File: src/hw/rtl/afu_pkg.sv
// ----------------------------------------------------------------------------
// afu_pkg
// Shared constants, function codes and fixed-point helpers for the
// activation function unit.
// ----------------------------------------------------------------------------
package afu_pkg;

    // external format: signed Q4.12
    localparam int VW = 16;
    localparam int FB = 12;
    localparam int AW = VW + 1;                 // magnitude incl. 2^(VW-1)

    // internal unsigned Q1.30
    localparam int IF = 30;
    localparam int QW = IF + 1;
    localparam logic [QW-1:0] ONE = QW'(1) << IF;
    localparam logic [63:0] ONE64 = 64'd1 << IF;

    localparam int SERIES_TERMS = 12;
    localparam int NBITS_INT    = 5;            // integer part of exp argument
    localparam int EXP_LAT      = 1 + SERIES_TERMS + NBITS_INT;
    localparam int DIV_STEPS    = QW;
    localparam int DIV_LAT      = (DIV_STEPS + 1) / 2;

    // 1/k in Q1.30 for the series
    localparam logic [QW-1:0] RECIP [1:SERIES_TERMS] = '{
        QW'(ONE64 / 64'd1),  QW'(ONE64 / 64'd2),  QW'(ONE64 / 64'd3),
        QW'(ONE64 / 64'd4),  QW'(ONE64 / 64'd5),  QW'(ONE64 / 64'd6),
        QW'(ONE64 / 64'd7),  QW'(ONE64 / 64'd8),  QW'(ONE64 / 64'd9),
        QW'(ONE64 / 64'd10), QW'(ONE64 / 64'd11), QW'(ONE64 / 64'd12)
    };

    // e^-1, e^-2, e^-4, e^-8, e^-16 in Q1.30
    localparam logic [QW-1:0] EXPN [0:NBITS_INT-1] = '{
        QW'(395007542), QW'(145315154), QW'(19666268), QW'(360200), QW'(121)
    };

    // function codes
    localparam logic [2:0] FN_SIGMOID = 3'd0;
    localparam logic [2:0] FN_SWISH   = 3'd1;
    localparam logic [2:0] FN_RELU    = 3'd2;
    localparam logic [2:0] FN_LEAKY   = 3'd3;
    localparam logic [2:0] FN_TANH    = 3'd4;
    localparam logic [2:0] FN_HTANH   = 3'd5;

    // register indexes
    localparam logic REG_KIND  = 1'b0;
    localparam logic REG_DERIV = 1'b1;

    // leaky slope: floor(v/100) = (v*5243) >> 19 for v < 43690
    localparam int LK_RND = 50;
    localparam int LK_MUL = 5243;
    localparam int LK_SH  = 19;
    localparam logic [VW-1:0] ONE_OUT   = VW'(1) << FB;
    localparam logic [VW-1:0] LK_DERIV  = VW'(((1 << FB) + LK_RND) / 100);

    typedef logic [QW-1:0] q_t;

    // Q1.30 product, truncated
    function automatic q_t qmul(input q_t a, input q_t b);
        logic [2*QW-1:0] p;
        begin
            p = a * b;
            return p[IF+QW-1:IF];
        end
    endfunction

    // Q.12 fraction times Q1.30 constant, result Q1.30
    function automatic q_t fmul(input logic [FB-1:0] f, input q_t r);
        logic [FB+QW-1:0] p;
        begin
            p = f * r;
            return p[FB+QW-1:FB];
        end
    endfunction

    // Q1.30 magnitude to Q.12, half away from zero
    function automatic logic [AW:0] rnd(input logic [IF+3:0] v);
        logic [IF+4:0] s;
        begin
            s = {1'b0, v} + ((IF+5)'(1) << (IF - FB - 1));
            return (AW+1)'(s >> (IF - FB));
        end
    endfunction

    // sign and magnitude to saturated two's complement
    function automatic logic [VW-1:0] sat(input logic neg, input logic [AW:0] mag);
        logic [AW:0] maxp;
        logic [AW:0] m;
        begin
            maxp = (AW+1)'((1 << (VW - 1)) - 1);
            if (!neg)
            begin
                return (mag > maxp) ? VW'(maxp) : VW'(mag);
            end
            m = (mag > maxp + 1'b1) ? maxp + 1'b1 : mag;
            return VW'(-m);
        end
    endfunction

endpackage

File: src/hw/rtl/afu_div.sv
// ----------------------------------------------------------------------------
// afu_div
// Pipelined restoring divider, two quotient bits per stage.
// quo = floor(num * 2^30 / den), num <= den, den in [1.0, 2.0].
// ----------------------------------------------------------------------------
module afu_div
(
    input  logic                  clk,
    input  logic                  ce,
    input  afu_pkg::q_t           num,
    input  logic [afu_pkg::QW:0]  den,
    output afu_pkg::q_t           quo
);

    localparam int NS = afu_pkg::DIV_LAT;
    localparam int RW = afu_pkg::QW + 2;

    logic [RW-1:0]          r_reg [0:NS-1];
    afu_pkg::q_t            q_reg [0:NS-1];
    logic [afu_pkg::QW:0]   d_reg [0:NS-1];

    for (genvar s = 0; s < NS; s++)
    begin : g_stage
        logic [RW-1:0]        r_in;
        afu_pkg::q_t          q_in;
        logic [afu_pkg::QW:0] d_in;
        logic [RW-1:0]        r_next;
        afu_pkg::q_t          q_next;

        if (s == 0)
        begin : g_first
            assign r_in = RW'(num);
            assign q_in = '0;
            assign d_in = den;
        end
        else
        begin : g_rest
            assign r_in = r_reg[s-1];
            assign q_in = q_reg[s-1];
            assign d_in = d_reg[s-1];
        end

        always_comb
        begin
            r_next = r_in;
            q_next = q_in;
            for (int i = 0; i < 2; i++)
            begin
                if (2 * s + i < afu_pkg::DIV_STEPS)
                begin
                    // first step weighs 1.0, no shift
                    if (2 * s + i != 0)
                    begin
                        r_next = r_next << 1;
                    end
                    if (r_next >= RW'(d_in))
                    begin
                        r_next = r_next - RW'(d_in);
                        q_next = {q_next[afu_pkg::QW-2:0], 1'b1};
                    end
                    else
                    begin
                        q_next = {q_next[afu_pkg::QW-2:0], 1'b0};
                    end
                end
            end
        end

        always_ff @(posedge clk)
        begin
            if (ce)
            begin
                r_reg[s] <= r_next;
                q_reg[s] <= q_next;
                d_reg[s] <= d_in;
            end
        end
    end

    assign quo = q_reg[NS-1];

endmodule

File: config.mk
export PLATFORM = sky130hd
export DESIGN_NAME = afu_div
export DESIGN_NICKNAME = d
export VERILOG_FILES = /design/src/hw/rtl/afu_pkg.sv /design/src/hw/rtl/afu_div.sv
export SDC_FILE = /design/constraint.sdc
export NUM_CORES = 2
export LEC_CHECK = 0
export ABC_AREA = 0
export BUFFER_PORTS_ARGS = -buffer_cell sky130_fd_sc_hd__buf_2
export CORE_UTILIZATION = 27
export CTS_BUF_LIST = sky130_fd_sc_hd__clkbuf_16
export CTS_CLUSTER_DIAMETER = 80
export DETAILED_ROUTE_END_ITERATION = 8
export PLACE_DENSITY = 0.39
export SLEW_MARGIN = 15
export SYNTH_ARGS = -nofsm -noshare
export SYNTH_HDL_FRONTEND = slang
export SYNTH_SLANG_ARGS = --single-unit
File: constraint.sdc
create_clock -name clk -period 7.7 [get_ports clk]
set_input_delay 2.31 -clock clk [delete_from_list [all_inputs] [get_ports clk]]
set_output_delay 2.31 -clock clk [all_outputs]
set_load 0.01 [all_outputs]
==> results.toml <==
[floorplanning]
boundaryPins = 96
initial_core_util = 0.272
fp-row-count = 218
dieWidth_um = 599
core_area_um2 = 354000
die_h_um = 599
die_area_um2 = 359000

[sta]
fmax_mhz = 135
fin_skew_ns = 0.0582
finalSetupViolCount = 0
whs_ns = 0.387
rsz0062_at_grt = "false"
hold_viol = 0
finalSetupTns_ns = 0
period_needed_ns = 7.39
drv_slew = 0
worst_pin_slew_ns = 1.03
slew_headroom = 0.301
fin_crit_sh = 0.960

[setup_path]
cpPeakStageDelay_ns = 0.51
worstPathMaxFanout = 29
crit_buf_inv = 2
crit_family = "compound AO/OA/AOI/OAI gates"
reg2reg_slack_ns = 0.31
start_kind = "flop"
worst_setup_path_end_kind = "flop"
required_ns = 8.29
cp_slowest_cell = "edfxtp_1"
worstReg2RegStart = "d_reg[1][132]"
ff2ff_path_depth = 22
worstPathCellList = "inv_1 > ha_1 > nand3_1 > o21bai_1 > a211oi_1 > o21ai_0 > a21o_1 > a21oi_1 > a21oi_4 > mux2_2 > ha_1 > o21a_1 > o31a_1 > o21ai_0 > o31ai_1 > nand2_1 > a21o_1 > o31a_1 > a21oi_1 > or3b_1 > buf_12 > mux2_2"
worstSetupPathType = "flop to flop"
rr_endpoint = "r_reg[1][175]"
cp.arrival_ns = 7.98

[run]
max-cap-violations = 0

[place]
placed_cells = 14700
hpwl_um = 252000
dpl-instance-area_um2 = 105000
place.gp.congestion = 0.878
portBuffers = 95

[clocking]
cts_buffers = 170
cts_tree = "built"
hold_buffers = 0
clkLatencyLatePin_ns = 0.89
cts_sinks = 1231
cts_buffer_depth = 4
cts-htree-levels = 4
cts.clk_slew.worst_paths_ns = 0.06
cts-root-buf = "clkbuf_16"

[finish]
final_cells = 15000
area_growth_syn_to_layout_pct = 15.1
final_common_cell = "edfxtp_1"
nets = 11200
design_area_um2 = 111000
drive_above_1_share = 0.138
fill_cells = 36600
layout_common_cells = "edfxtp_1, ha_1, a21oi_1"

[detailed_routing]
drtIter0Drc = 4986
drc = 0
vias_per_cell = 4.98
wirelength_um = 312000
ant_nets = 0
firstDrtPassIters = 6
vias = 75000
routedWlPerCell_um = 20.7

[grt]
grt_antenna_before_repair = 9
gr-total-overflow = 0
track_usage = 0.169
grt_pass1_wl_um = 467000
grt_pass1_vias = 74700
grt_max_degree = 167

[min_path]
worstHoldPathCells = 0
worstHoldPathType = "flop to flop"
min_to = "q_reg[0][160]"
min_from = "q_reg[0][127]"

[yosys]
synth_area_um2 = 96300
synth.avg_cell_area_um2 = 9.94
syn_inst = 9685
asyncSetResetFlopFracSynth = 0
synth.distinct_cells = 103
yosysSeqAreaShare = 0.384
ys_ff_latch = 1231
ys.flop_type = "edfxtp_1"
syn_nets = 10700
synth-edff-count = 1231
ys.warnings.count = 0

[run_status]
outcome = "completed"
-- through the flow --
stage | worst slack (ns) | util
floorplan | 0.0605 | -
global placement | -0.835 | 0.298
detailed placement | -0.636 | 0.298
CTS | 0.0413 | 0.313
global route | 0.0113 | 0.313
finish | 0.311 | 0.313
-- logic make-up (layout without fill, tap and decap cells) --
group	after synthesis	after routing	share of synthesized area
buffers and inverters	945	1570	0.0383
DFF	1231	1231	0.384
and+or+nand+nor	2214	2214	0.111
AOI/OAI and AO/OA	2919	2920	0.195
other	0	6	0
muxes	591	591	0.0699
adders and majority gates	992	992	0.130
xor gates and xnor gates	793	793	0.0721
-- metal layers --
metal / track usage / share of wire / vias up
li1: - / - / 37200
met1: 0.217 / 0.45 / 36100
met2: 0.303 / 0.50 / 1334
met3: 0.0170 / 0.034 / 303
met4: 0.0407 / 0.023 / 0
met5: 0 / 0 / -
-- area by class of cell --
| class | count | area, µm² | area share |
|---|---|---|---|
| multi-input combinational | 7510 | 55800 | 0.504 |
| tap | 4730 | 5920 | 0.0534 |
| inverter | 772 | 2900 | 0.0261 |
| antenna | 6 | 15.0 | 0.000135 |
| timing repair buffer | 494 | 3770 | 0.0341 |
| sequential | 1231 | 37000 | 0.334 |
| clock buffer | 172 | 4300 | 0.0388 |
| clock inverter | 132 | 1130 | 0.0102 |
-- synthesized netlist by cell type, types with 94 or more instances --
master	count	area, µm²
edfxtp_1	1231	37000
ha_1	976	12200
a21oi_1	861	4310
inv_1	767	2880
nand2_1	591	2220
o21ai_0	590	2950
xnor2_1	583	5110
nor2_1	557	2090
mux2_2	535	6020
a21o_1	494	3710
xor2_1	210	1840
nand3_1	186	931
nor3_1	171	856
o21bai_1	145	1090
nand4_1	131	820
nand2b_1	122	763
o21a_1	119	893
clkbuf_1	108	405
and3_1	107	669
a31oi_1	98	613
nor2b_1	94	588
-- worst max path at each step --
stage,endpoint,slack (ns),depth (start not counted),from
3_5_place_dp,r_reg[0][26],-0.64,26,den[17]
2_1_floorplan,r_reg[0][22],0.06,24,den[19]
6_report,r_reg[1][175],0.31,22,d_reg[1][132]
5_1_grt,r_reg[0][224],0.01,25,d_reg[0][161]
3_3_place_gp,r_reg[0][26],-0.84,26,den[19]
4_1_cts,r_reg[1][199],0.04,26,d_reg[1][161]
-- timing repair --
action,4_1_cts,5_1_grt
resized for setup,0,7
endpoints found under the setup margin,0,44
setup buffers,0,1
Power is left out: the tool's default activity adds up to more than one toggle a clock period on the data nets, which glitch-free logic cannot reach.
